`config.mk`:
```
export PLATFORM = sky130hd
export DESIGN_NAME = psh_isqrt
export DESIGN_NICKNAME = d
export VERILOG_FILES = /design/src/hw/rtl/psh_pkg.sv /design/src/hw/rtl/psh_isqrt.sv
export SDC_FILE = /design/constraint.sdc
export NUM_CORES = 1
export LEC_CHECK = 0
export ABC_AREA = 1
export BUFFER_PORTS_ARGS = -buffer_cell sky130_fd_sc_hd__buf_4
export CAP_MARGIN = 25
export CELL_PAD_IN_SITES_DETAIL_PLACEMENT = 2
export CELL_PAD_IN_SITES_GLOBAL_PLACEMENT = 2
export CORE_ASPECT_RATIO = 0.6
export CORE_MARGIN = 5
export CORE_UTILIZATION = 36
export CTS_CLUSTER_DIAMETER = 80
export CTS_CLUSTER_SIZE = 40
export DETAILED_ROUTE_END_ITERATION = 10
export PLACE_DENSITY_LB_ADDON = 0.1
export SYNTH_ARGS = -nofsm -noshare
export SYNTH_HDL_FRONTEND = slang
export SYNTH_SLANG_ARGS = --single-unit
```
`constraint.sdc`:
```
create_clock -name clk -period 4.9 [get_ports clk]
set_input_delay 0.49 -clock clk [delete_from_list [all_inputs] [get_ports clk]]
set_output_delay 0.49 -clock clk [all_outputs]
set_load 0.02 [all_outputs]
```
`src/hw/rtl/psh_pkg.sv`:
```
// ----------------------------------------------------------------------------
// psh_pkg: shared types and constants of the point-segment Hausdorff block
// Widths, request codes, state encoding and the records that travel between
// the distance front end and the row of divider cells.
// ----------------------------------------------------------------------------
package psh_pkg;

  localparam int COORD_W      = 16;
  localparam int MAX_POINTS   = 1024;
  localparam int MAX_SEGMENTS = 1024;
  localparam int PT_IDX_W     = $clog2(MAX_POINTS);
  localparam int SEG_IDX_W    = $clog2(MAX_SEGMENTS);
  localparam int PT_CNT_W     = $clog2(MAX_POINTS + 1);
  localparam int SEG_CNT_W    = $clog2(MAX_SEGMENTS + 1);
  localparam int PT_W         = 2 * COORD_W;
  localparam int SEG_W        = 4 * COORD_W;

  localparam int DIFF_W     = COORD_W + 1;   // coordinate difference
  localparam int PROD_W     = 2 * DIFF_W;    // product of two differences
  localparam int SQ_W       = 2 * DIFF_W;    // squared distance, unsigned
  localparam int DOT_W      = PROD_W + 1;    // dot and cross products
  localparam int HALF_W     = SQ_W / 2;      // half of a split operand
  localparam int NUM_W      = 2 * SQ_W;      // squared cross product
  localparam int DIV_STEPS  = SQ_W;          // one quotient bit per cell
  localparam int DIST_W     = SQ_W / 2;      // square root width
  localparam int ROOT_STEPS = DIST_W;
  localparam int REM_W      = DIST_W + 1;
  localparam int STEP_W     = $clog2(ROOT_STEPS + 1);

  localparam logic [DIST_W-1:0] DIST_MAX = {DIST_W{1'b1}};

  localparam logic [1:0] REQ_POINT   = 2'd0;
  localparam logic [1:0] REQ_SEGMENT = 2'd1;
  localparam logic [1:0] REQ_COMPUTE = 2'd2;

  typedef logic signed [COORD_W-1:0] coord_t;

  typedef enum logic [2:0] {
    ST_IDLE,
    ST_FWD,
    ST_BWD,
    ST_DRAIN,
    ST_SQRT_GO,
    ST_SQRT,
    ST_DONE
  } state_t;

  // Tag of one point/segment pair as it walks down the pipeline.
  typedef struct packed {
    logic valid;
    logic first;   // opens a minimum group
    logic last;    // closes a minimum group
    logic pass;    // 0 forward, 1 backward
    logic fin;     // last pair of the whole walk
  } meta_t;

  // Working record of one restoring-division step.
  typedef struct packed {
    logic [SQ_W-1:0] r;
    logic [SQ_W-1:0] d;
    logic [SQ_W-1:0] nlow;
    logic [SQ_W-1:0] q;
  } div_lane_t;

endpackage

```
`src/hw/rtl/psh_isqrt.sv`:
```
// ----------------------------------------------------------------------------
// psh_isqrt: iterative floor square root
// Two radicand bits per cycle, one root bit per cycle.
// ----------------------------------------------------------------------------
module psh_isqrt (
  input  logic                        clk,
  input  logic                        rst,
  input  logic                        start,
  input  logic [psh_pkg::SQ_W-1:0]    value,
  output logic                        done,
  output logic [psh_pkg::DIST_W-1:0]  root
);

  logic [psh_pkg::STEP_W-1:0] cnt;
  logic [psh_pkg::SQ_W-1:0]   v;
  logic [psh_pkg::REM_W-1:0]  rem;
  logic [psh_pkg::REM_W+1:0]  rs, trial, diff;
  logic                       ge;

  always_comb begin
    rs    = {rem, v[psh_pkg::SQ_W-1:psh_pkg::SQ_W-2]};
    trial = {1'b0, root, 2'b01};
    diff  = rs - trial;
    ge    = (rs >= trial);
    done  = (cnt == psh_pkg::STEP_W'(1));
  end

  always_ff @(posedge clk) begin
    if (rst) begin
      cnt <= '0;
    end else if (start) begin
      cnt <= psh_pkg::STEP_W'(psh_pkg::ROOT_STEPS);
    end else if (cnt != '0) begin
      cnt <= cnt - psh_pkg::STEP_W'(1);
    end
  end

  always_ff @(posedge clk) begin
    if (start) begin
      v    <= value;
      rem  <= '0;
      root <= '0;
    end else if (cnt != '0) begin
      v    <= {v[psh_pkg::SQ_W-3:0], 2'b00};
      rem  <= ge ? diff[psh_pkg::REM_W-1:0] : rs[psh_pkg::REM_W-1:0];
      root <= {root[psh_pkg::DIST_W-2:0], ge};
    end
  end

endmodule

```
==> out/qor.yml <==
drt:
  met3_length_um: 877
  viasPerCell: 5.10
  num_vias: 4018
  ant_nets: 0
  highest_layer: "met4"
  drc_errors: 0
  met1_length_um: 7940
  wl_per_cell_um: 19.7
  route.met2.wl_um: 6630
  routed_wl_um: 15500
  first_pass_iters: 4
  drt_iter0_markers: 167
clock_tree:
  clkTransAtPathRegs_ns: 0.06
  cts_resized: 0
  numCtsBuffers: 9
  post_cts_buffers: 0
  cts.sinks: 74
  htreeDepth: 3
  cts_hold_buf: 0
  root_buffer: "clkbuf_16"
  cts_buffer_depth: 2
  insertion_delay_ns: 0.34
  cts_tree: "done"
final_layout:
  multi_input_area_um2: 2010
  nNetsFinal: 682
  area_growth_pct: 19.8
  ff_latch_area_um2: 1820
  layout-drive-gt1-share: 0.143
  fin_area_um2: 5060
  nFillCells: 1355
  diodes: 0
power:
  p_leak_nw: 2.50
  seq_power_share: 0.256
  pwr-share-clk: 0.207
  switchingPower_mw: 1.58
  switching_share: 0.475
  intPower_mw: 1.74
  peakVddDrop_uv: 221
  combPwrFrac: 0.538
  p_per_area_nw_per_um2: 656
sta:
  worst_pin_slew_ns: 0.979
  finalSetupTns_ns: 0
  timing.fmax_mhz: 367
  rsz0062_at_grt: "false"
  fin_skew_ns: 0.00912
  setup_viol: 0
  hold_viol: 0
  post-route-min-period_ns: 2.73
  post-route-period-util: 0.556
  final_max_slew_viol_count: 0
  relSlewSlack: 0.345
place:
  dpl.hpwl_um: 11700
  io_buffers: 54
  dpl_cell_area_um2: 4760
  gp_congestion: 0.894
run:
  cap_viol_max_count: 0
synth:
  synth_warnings: 0
  synth_top_area_share: 0.241
  synth.yosys.seq_area_share: 0.431
  synth_seq_cells: 74
  syn_inst: 573
  netlist_area_um2: 4230
  ys.flop_type: "dfxtp_1"
  synth.top_cells.by_area: "edfxtp_1, nand2_1, dfxtp_1"
  synth_edf_count: 34
  async_flop_share: 0
  ys_types: 30
  synth_top_area_cell: "edfxtp_1"
  avgSynthCellArea_um2: 7.38
  synth_fp_nets: 632
  yosysMostFrequentCell: "nand2_1"
  synth_commonest_cells: "nand2_1, inv_1, dfxtp_1, nand3_1, edfxtp_1"
grt:
  grt-ovfl-total: 0
  grt_use_total: 0.231
  grt_max_degree: 39
  grt_first_pass_wirelength_um: 24800
  grt_pass1_vias: 4444
  antenna_found_initial: 0
hold_path:
  hold_end: "cnt[2]$_SDFFE_PP0P_"
  hp-class: "input pin to flop"
  worstHoldStart: "rst"
  min_path_cells: 2
worst_setup_path:
  critical_path_class: "flop to flop"
  critical_path.max_fanout: 20
  critPathRequiredTime_ns: 5.10
  crit_path_end_kind: "flop"
  worstRegToRegCells: 7
  r2r_start: "cnt[1]$_SDFFE_PP0P_"
  worst_ep_arrival_time_ns: 2.93
  reg2reg_to: "rem[8]$_SDFFE_PP0P_"
  startpoint_type: "flop"
  rrSetupSlack_ns: 2.17
floorplanning:
  die_y_um: 94.0
  die_x_um: 150
  dieArea_um2: 14100
  start_util: 0.371
  core_area_um2: 11400
  num_io_pins: 55
  rows: 30
run_status:
  outcome: "complete, no violations"
-- critical path, stage by stage (launching register included) --
cell and delay [ns]:
dfxtp_1 0.35, inv_1 0.15, ha_1 0.21, nand3_2 0.17
nand2_1 0.62, clkinv_1 0.70, nand3_1 0.29, o21ai_1 0.10
-- layer usage --
metal,vias up,GRT usage
met1,1992,0.339
li1,1925,-
met3,6,0.0487
met2,95,0.356
met5,-,0
met4,0,0.0327
-- registers in the layout, summed over array words and instances (netlist names) --
register / flops
root: 17
v: 34
rem: 18
cnt: 5
-- layout make-up --
type / count / area share
Sequential cell: 74 / 0.360
Tap cell: 160 / 0.0395
Clock buffer: 10 / 0.0472
Clock inverter: 6 / 0.0126
Timing Repair Buffer: 56 / 0.0855
Inverter: 80 / 0.0593
Multi-Input combinational cell: 402 / 0.396
-- layout by cell type (no fill, tap or decap), types with 2 or more instances in the layout --
master       n
nor2_1      24
a21oi_1     13
edfxtp_1    34
inv_6        2
nand3_1     40
ha_1        22
o21ai_1      9
a21oi_2      2
o22ai_1     17
nand2_2      4
o21bai_1     2
nor2_2       5
clkbuf_16    9
inv_1       75
nand3b_1     6
xnor2_1     10
inv_2        3
dfxtp_1     40
nand4_1      2
buf_4       55
o21ai_0      8
nor3_1       6
clkinv_1     3
nand2_1    223
nand3_2      4
-- how the worst max path moves through the flow --
stage | from | to | depth (start not counted)
after floorplan | start | v[0]$_SDFFCE_PN0P_ | 4
after global placement | start | v[33]$_DFFE_PP_ | 3
after detailed placement | start | rem[16]$_SDFFE_PP0P_ | 6
after CTS | cnt[1]$_SDFFE_PP0P_ | v[23]$_DFFE_PP_ | 6
after global routing | cnt[1]$_SDFFE_PP0P_ | rem[3]$_SDFFE_PP0P_ | 7
final | cnt[1]$_SDFFE_PP0P_ | rem[8]$_SDFFE_PP0P_ | 7
-- cells by family (layout without fill, tap and decap cells) --
| family | Yosys count | in the layout | share of synthesized area |
|---|---|---|---|
| AOI/OAI and AO/OA | 53 | 53 | 0.0722 |
| xor gates and xnor gates | 11 | 11 | 0.0228 |
| buffers and inverters | 97 | 152 | 0.0947 |
| and+or+nand+nor | 316 | 316 | 0.314 |
| DFF | 74 | 74 | 0.431 |
| adders and majority gates | 22 | 22 | 0.0651 |
-- metrics by stage --
step	hold slack (ns)	utilization	setup slack, ns	total power [mW]	instances
4_1_cts	0.377	0.444	2.21	3.31	788
6_report	0.380	0.444	2.17	3.32	788
3_5_place_dp	0.466	0.417	2.13	2.57	772
3_3_place_gp	0.459	0.416	2.17	2.48	771
2_1_floorplan	0.430	-	2.98	2.08	573
5_1_grt	0.376	0.444	1.99	3.56	788
-- power groups by stage --
stage	registers, mW	clock network (mW)	logic, mW
2_1_floorplan	0.836	0	1.25
3_3_place_gp	0.848	0	1.63
3_5_place_dp	0.855	0	1.72
4_1_cts	0.848	0.694	1.76
5_1_grt	0.859	0.726	1.97
6_report	0.849	0.686	1.79
Note: power is estimated with default switching activity, not from simulation.
